==> src/hw/rtl/particle_pool_integrator_core_defines.svh <==
// ----------------------------------------------------------------------------
// Assertion macros for the particle pool integrator
// Shared helpers that wrap concurrent assertions clocked on the core clock.
// ----------------------------------------------------------------------------
`ifndef PARTICLE_POOL_INTEGRATOR_CORE_DEFINES_SVH
`define PARTICLE_POOL_INTEGRATOR_CORE_DEFINES_SVH

// Same-cycle implication, disabled while reset is held.
`define PPI_ASSERT_NOW(label, ante, cons, msg) \
    label: assert property (@(posedge i_clk) disable iff (!i_rst_n) (ante) |-> (cons)) \
        else $error(msg);

// Next-cycle implication, disabled while reset is held.
`define PPI_ASSERT_NEXT(label, ante, cons, msg) \
    label: assert property (@(posedge i_clk) disable iff (!i_rst_n) (ante) |=> (cons)) \
        else $error(msg);

`endif

==> src/hw/rtl/ppi_pkg.sv <==
// ----------------------------------------------------------------------------
// Particle pool integrator package
// Sizes, codes and the controller to datapath command and status words.
// ----------------------------------------------------------------------------
`default_nettype none

package ppi_pkg;

    localparam int unsigned PPI_MAX = 64;
    localparam int unsigned PPI_AW  = (PPI_MAX > 1) ? $clog2(PPI_MAX) : 1;
    localparam int unsigned PPI_CW  = $clog2(PPI_MAX + 1);

    // Operation codes of an input word.
    typedef enum logic [1:0] {
        OP_EMIT  = 2'd0,
        OP_TICK  = 2'd1,
        OP_CLEAR = 2'd2,
        OP_NONE  = 2'd3
    } t_op;

    // Configuration register indexes.
    typedef enum logic [2:0] {
        CFG_SCALE_START = 3'd0,
        CFG_SCALE_END   = 3'd1,
        CFG_COLOR_START = 3'd2,
        CFG_COLOR_END   = 3'd3,
        CFG_GRAVITY     = 3'd4,
        CFG_DRAG        = 3'd5,
        CFG_OFFSET      = 3'd6,
        CFG_POOL_CTRL   = 3'd7
    } t_cfg_idx;

    // One stored particle.
    typedef struct packed {
        logic [31:0] life;
        logic [31:0] age;
        logic [31:0] vel_z;
        logic [31:0] vel_y;
        logic [31:0] vel_x;
        logic [31:0] pos_z;
        logic [31:0] pos_y;
        logic [31:0] pos_x;
    } t_rec;

    // Commands from the controller.
    typedef struct packed {
        logic       start;
        logic       emit;
        logic       clear;
        logic       age;
        logic       div;
        logic       axis;
        logic       lerp;
        logic       wr;
        logic       flush;
        logic [2:0] idx;
        logic [3:0] ph;
    } t_cmd;

    // Status back to the controller.
    typedef struct packed {
        logic more;
        logic alive;
        logic hold_valid;
        logic out_free;
    } t_sts;

endpackage

`default_nettype wire

==> src/hw/rtl/ppi_ctrl.sv <==
// ----------------------------------------------------------------------------
// Particle pool integrator controller
// Sequences emission, clearing and the per-particle tick steps.
// ----------------------------------------------------------------------------
`default_nettype none

module ppi_ctrl (
    input  wire logic          i_clk,
    input  wire logic          i_rst_n,
    input  wire logic          i_in_valid,
    output logic               o_in_stall,
    input  wire logic [1:0]    i_operation,
    input  wire logic [15:0]   i_time_step,
    input  wire ppi_pkg::t_sts i_sts,
    output ppi_pkg::t_cmd      o_cmd
);

    import ppi_pkg::*;

    typedef enum logic [7:0] {
        S_IDLE  = 8'b0000_0001,
        S_NEXT  = 8'b0000_0010,
        S_AGE   = 8'b0000_0100,
        S_DIV   = 8'b0000_1000,
        S_AXIS  = 8'b0001_0000,
        S_LERP  = 8'b0010_0000,
        S_WR    = 8'b0100_0000,
        S_FLUSH = 8'b1000_0000
    } t_state;

    t_state     r_state, n_state;
    logic [3:0] r_cnt, n_cnt;
    logic [2:0] r_idx, n_idx;

    assign o_in_stall = (r_state != S_IDLE);

    // Next state and commands.
    always_comb begin
        n_state   = r_state;
        n_cnt     = r_cnt;
        n_idx     = r_idx;
        o_cmd     = '0;
        o_cmd.idx = r_idx;
        o_cmd.ph  = r_cnt;
        case (r_state)
            S_IDLE: begin
                if (i_in_valid) begin
                    case (t_op'(i_operation))
                        OP_EMIT:  o_cmd.emit = 1'b1;
                        OP_CLEAR: o_cmd.clear = 1'b1;
                        OP_TICK: begin
                            if (i_time_step != 16'd0) begin
                                o_cmd.start = 1'b1;
                                n_state     = S_NEXT;
                            end
                        end
                        default: n_state = S_IDLE;
                    endcase
                end
            end
            S_NEXT: begin
                n_state = i_sts.more ? S_AGE : S_FLUSH;
            end
            S_AGE: begin
                o_cmd.age = 1'b1;
                n_cnt     = '0;
                n_state   = i_sts.alive ? S_DIV : S_NEXT;
            end
            S_DIV: begin
                o_cmd.div = 1'b1;
                n_cnt     = r_cnt + 1'b1;
                if (r_cnt == 4'd15) begin
                    n_cnt   = '0;
                    n_idx   = '0;
                    n_state = S_AXIS;
                end
            end
            S_AXIS: begin
                o_cmd.axis = 1'b1;
                n_cnt      = r_cnt + 1'b1;
                if (r_cnt == 4'd5) begin
                    n_cnt = '0;
                    n_idx = r_idx + 1'b1;
                    if (r_idx == 3'd2) begin
                        n_idx   = '0;
                        n_state = S_LERP;
                    end
                end
            end
            S_LERP: begin
                o_cmd.lerp = 1'b1;
                n_cnt      = r_cnt + 1'b1;
                if (r_cnt == 4'd1) begin
                    n_cnt = '0;
                    n_idx = r_idx + 1'b1;
                    if (r_idx == 3'd6) begin
                        n_idx   = '0;
                        n_state = S_WR;
                    end
                end
            end
            S_WR: begin
                if (!i_sts.hold_valid || i_sts.out_free) begin
                    o_cmd.wr = 1'b1;
                    n_state  = S_NEXT;
                end
            end
            S_FLUSH: begin
                if (i_sts.out_free) begin
                    o_cmd.flush = 1'b1;
                    n_state     = S_IDLE;
                end
            end
            default: n_state = S_IDLE;
        endcase
    end

    // State registers.
    always_ff @(posedge i_clk) begin
        if (!i_rst_n) begin
            r_state <= S_IDLE;
            r_cnt   <= '0;
            r_idx   <= '0;
        end else begin
            r_state <= n_state;
            r_cnt   <= n_cnt;
            r_idx   <= n_idx;
        end
    end

endmodule

`default_nettype wire

==> config.mk <==
export PLATFORM = sky130hd
export DESIGN_NAME = ppi_ctrl
export DESIGN_NICKNAME = d
export VERILOG_FILES = /design/src/hw/rtl/particle_pool_integrator_core_defines.svh /design/src/hw/rtl/ppi_pkg.sv /design/src/hw/rtl/ppi_ctrl.sv
export SDC_FILE = /design/constraint.sdc
export NUM_CORES = 1
export LEC_CHECK = 0
export ABC_AREA = 1
export BUFFER_PORTS_ARGS = -buffer_cell sky130_fd_sc_hd__buf_2
export CAP_MARGIN = 0
export CORE_ASPECT_RATIO = 0.9
export CORE_MARGIN = 3
export CORE_UTILIZATION = 30
export CTS_CLUSTER_SIZE = 28
export DETAILED_ROUTE_END_ITERATION = 10
export PLACE_DENSITY = 0.49
export SYNTH_ARGS = -nofsm -noshare
export SYNTH_HDL_FRONTEND = slang
export SYNTH_SLANG_ARGS = --single-unit
==> constraint.sdc <==
create_clock -name i_clk -period 1.7 [get_ports i_clk]
set_input_delay 0 -clock i_clk [delete_from_list [all_inputs] [get_ports i_clk]]
set_output_delay 0 -clock i_clk [all_outputs]
set_load 0.02 [all_outputs]
### Word-level counts from Yosys, hierarchy flattened

Index checks and enable logic that the tools add are counted.

* add/sub/neg operators: 2
* multipliers: 0
* div/mod/pow operators: 0
* $lt $le $gt $ge: 0
* equal/unequal tests: 26
* shift-type cells: 0
* muxes and demuxes: 37
* bitwise logic cells: 0
* reductions and logical operators: 9

Operators by type and width (count)
* $mux 8: 10
* $pmux 8 s8: 1
* $mux 3: 7
* $ne 2x2->1 const B: 9
* $mux 4: 4
* $pmux 4 s4: 1
* $pmux 8 s2: 1
* $reduce_bool 16->1: 1
* $mux 1: 12
* $reduce_and 10->1: 1
* $pmux 3 s3: 1
* $eq 8x1->1 const B: 1
* $eq 8x2->1 const B: 1
* $eq 8x3->1 const B: 1
* $eq 8x4->1 const B: 1
* $eq 8x5->1 const B: 1
* $eq 8x6->1 const B: 1
* $eq 8x7->1 const B: 1
* $eq 8x8->1 const B: 1
* $ne 8x1->1 const B: 1
* $add 4x1->4 const B: 1
* $eq 4x1->1 const B: 1
* $eq 4x3->1 const B: 1
* $eq 4x4->1 const B: 1
* 13 further kinds: 13

* register bits: 15
* latch bits: 0
* RAM bits: 0
* bits in read-only memories: 0
* input port bits: 25
* output and inout port bits: 17
* memories: 0

### Longest topological paths before layout

* depth after elaboration: 5
* mapped depth: 10

### Worst setup path before layout

OpenSTA, ideal clock, no wires.

* path kind: register to output
* start point: register r_state[6]
* end point: output port o_cmd[14] (netlist name)
* arrival: 1499 ps
* data required time: 1700 ps
* setup slack: 201 ps
* stages on the path, launching flop included: 6
* path buffers: 0
* cells stage by stage: dfxtp_1 inv_2 nand2_4 nor2_8 nand2_1 nor4_1

RTL lines
* from (decl): line ppi_ctrl.sv:31 `t_state r_state, n_state;`
* from (signal assigned): line ppi_ctrl.sv:125 `r_state <= n_state;`
* to (decl): line ppi_ctrl.sv:15 `output ppi_pkg::t_cmd o_cmd`

==> results.md <==
- Post-synthesis to final-layout area growth: 24.4%
- Combined area of the multi-input logic cells: around 850 um^2
- Finished Core Util: 0.408
- Final #Nets: approximately 270
- Net switching power figure: 0.876 mW
- Maximum cell stage delay along the critical path: 0.33 ns
- Fraction of final layout cells sized beyond drive strength 1: 0.344
- Unique cell type count in the Yosys netlist: 28
- Hold Violations, Final: 0
- TritonCTS clock tree: yes
- Routed wire length per instance: approximately 11 um
- Filler instances: 443
- Cell at the slowest stage of the critical path: dfxtp_1
- Post-cts resize count: 0
- Proportion of power drawn by the clock network: 0.168
- Antenna violations before repair: 0
- Drt total wl: around 3.3 mm
- Synthesis-stage register bit count: 15
- Share of cell area taken by muxes after synthesis: 0
- Crit Path Category: reg -> out
- Run status: finished, final reports clean
- Largest area contributor in the synthesized netlist: dfxtp_1
- Worst slack at placement: roughly 0.22 ns
- Total number of clock tree sinks: 15
- Post-synthesis share of cell area spent on full adders, half adders and majority gates: 0.0196
- Critical path arrival: about 1.5 ns
- Antenna diode instance count: 0
- Root buffer cell: clkbuf_8
- Total power of the final layout: around 1.8 mW
- Worst reg2reg path startpoint: r_cnt[0]
- Total nets after synthesis: between 200 and 250
- Post-CTS setup repair buffer count: 0
- Crit. End Element: output pin
- Boundary pin count: 42
- GP Congestion: ~0.83
- Number of global-route vias before repair: 1172
- Estimated wirelength of the detail-placed design: between 2 and 3 mm
- Core box area: between 3000 and 4000 um^2
- Minimum period implied by the final worst setup slack: around 1.5 ns
- Cells along the critical path: inv_1 -> nand2_1 -> nor2_1 -> nand2_1 -> nor4_1 -> buf_2
- Relative contribution of combinational cells to total power: 0.577
- Worst Hold Slack: around 0.0087 ns
- Height of the die: around 68 um
- WP data required: 1.70 ns
- Skew-Pair Late Insertion Delay: around 0.25 ns
- Hold path start: i_sts[3]
- Worst supply voltage drop on vdd: about 0.00043 V
- Worst Slack Setup Final: roughly 0.18 ns
- Dominant combinational cell family by area after synthesis: simple AND/OR/NAND/NOR gates
- TNS Setup: 0 ns
- Num rows: 21
- Crit-path max FO: 5
- Reg area: between 300 and 400 um^2
- Highest Clock Rate: about 660 MHz
- Number of cells on the worst hold path: 3
- Antenna Nets Post-Route: 0
- Num CTS Buffers: 3
- Maximum clock insertion buffer count: 2
- Compound-Gate Fraction of Synth Area: 0.0530
- Max capacitance violation total: 0
- Setup slack of the most critical reg-to-reg path: about 0.23 ns
- Clock skew: 0.00124 ns
- Terminus of the critical flop-to-flop path: r_state[0]
- Mapped Area: about 1300 um^2
- Portion of the clock cycle consumed by the worst path in the final layout: 0.891
- Global route overflow: 0
- Via count normalized by instance count: about 4.4
- Number of search-and-repair iterations in the first detailed-routing pass: 4
- Worst slew margin: 0.811
- Register clock-pin slew on the reported worst setup and hold paths: approximately 0.060 ns
- First-pass GRT wire length: about 5.6 mm
- Final number of setup-violating endpoints: 0
- DRC violations left: 0
- FF-to-FF path depth: 8
- Routed via count: 1286
- Total global-route track usage: 0.148
- Synth top area cells: dfxtp_1 (24%), nand2_1 (14%), nor2_1 (8.5%)
- Sequential cell area fraction in the yosys report: 0.236
- Hold/Removal Path Class: in -> reg
- Average instance area after synthesis: 6.41 um^2
- Final max-slew violation count: 0
- Maximum number of pins on one net before global-route repair: 10
- Leakage component of the power: a little over 0.8 nW
- Fraction of post-synthesis cell area in the top cell type by area: 0.236
- Internal portion of total power: 0.925 mW
- PD cells: between 1000 and 1500 nW/um^2
- Synthesized instance count: about 200
- Xor and xnor area share after synthesis: 0.0137
- Die area: just over 5000 um^2
- Destination of the worst hold path: r_state[2]
- Number of levels in the clock H-tree: 1
- Detailed router's first-iteration violation count: 50
- Port Buf Inserts: 41
- Die X: between 70 and 80 um
- Type of origin of the critical path: flip-flop
- Worst Tran Pin Value: around 0.28 ns
- Start point of the critical path: r_state[3]
- Setup repair after global routing missed its margin: no
- Area share of and/or/nand/nor cells after synthesis: 0.577
- Effective utilization at floorplan: 0.328
- Count of synthesis-stage warnings from yosys: 0
- Most frequent CP cell: nand2_1
- Number of buffers inserted by hold repair at cts: 0
- Relative contribution of sequential cells to total power: 0.256
- Net switching share of the total power: 0.486
[cell usage in the layout (no fill, tap or decap), types with 3 or more instances in the layout]
cell type / Yosys / routed
nand2_2: 8 / 8
nor2_2: 5 / 5
nor2_4: 5 / 5
a21oi_1: 9 / 9
nor4_1: 3 / 3
inv_2: 7 / 7
buf_2: 0 / 41
nand2_1: 46 / 46
dfxtp_1: 15 / 15
nand4_1: 4 / 4
nand3_1: 17 / 17
clkbuf_8: 0 / 3
inv_1: 24 / 24
nand3_2: 6 / 6
nor2_1: 29 / 29
[how the worst max path moves through the flow]
| stage | to | slack (ns) | cells past startpoint |
|---|---|---|---|
| 6_report | o_cmd[14] | 0.18 | 6 |
| 5_1_grt | o_cmd[14] | 0.02 | 6 |
| 4_1_cts | o_cmd[14] | 0.17 | 6 |
| 3_5_place_dp | r_state[0] | 0.22 | 8 |
| 3_3_place_gp | r_state[0] | 0.22 | 10 |
| 2_1_floorplan | o_cmd[14] | 0.20 | 5 |
[sequential cells by signal, summed over array words and instances (netlist names)]
register,count
r_cnt,4
r_idx,3
r_state,8
[logic make-up (layout without fill, tap and decap cells)]
| group | after synthesis | count (layout) |
|---|---|---|
| buf+inv | 33 | 78 |
| fa+ha+maj | 2 | 2 |
| simple gates | 134 | 134 |
| xor+xnor | 2 | 2 |
| compound gates | 13 | 13 |
| flops | 15 | 15 |
[through the flow]
step                cell area [um^2]  cells
finish                          1590    290
global route                    1590    290
CTS                             1590    290
detailed placement              1540    286
global placement                1540    286
floorplan                       1270    199
[worst max-delay path, delay by kind of cell, from the launching register on]
kind / cells / cell delay [ns]
simple gates: 4 / 0.63
buf+inv: 2 / 0.30
flops: 1 / 0.33
[cells in the mapped netlist, drive strengths merged]
master and instances:
a21oi 9, clkbuf 1, dfxtp 15, ha 2
inv 32, nand2 56, nand3 25, nand4 4
nor2 41, nor3 2, nor3b 1, nor4 3
o21a 1, o21ai 3, or2 2, xnor2 1
xor2 1
[per-layer routing]
layer / GRT usage / vias to the layer above / routed length (um)
li1: - / 718 / -
met1: 0.228 / 547 / 1790
met2: 0.203 / 17 / 1410
met3: 0.0352 / 4 / 83
met4: 0.0333 / 0 / 29
met5: 0 / - / 0
[power groups by stage]
| stage | sequential [mW] | combinational [mW] | clock (mW) |
|---|---|---|---|
| after floorplan | 0.477 | 0.799 | 0 |
| after global placement | 0.467 | 1.05 | 0 |
| after detailed placement | 0.468 | 1.04 | 0 |
| after CTS | 0.461 | 1.05 | 0.311 |
| after global routing | 0.473 | 1.16 | 0.329 |
| final | 0.460 | 1.04 | 0.302 |
[cell type report]
type,instances,area share
inverter,32,0.0789
multi-input combinational,151,0.533
clock buffer,4,0.0284
sequential,15,0.189
timing repair buffer,42,0.134
tap,46,0.0363
Power figures use the tool's default switching activity.
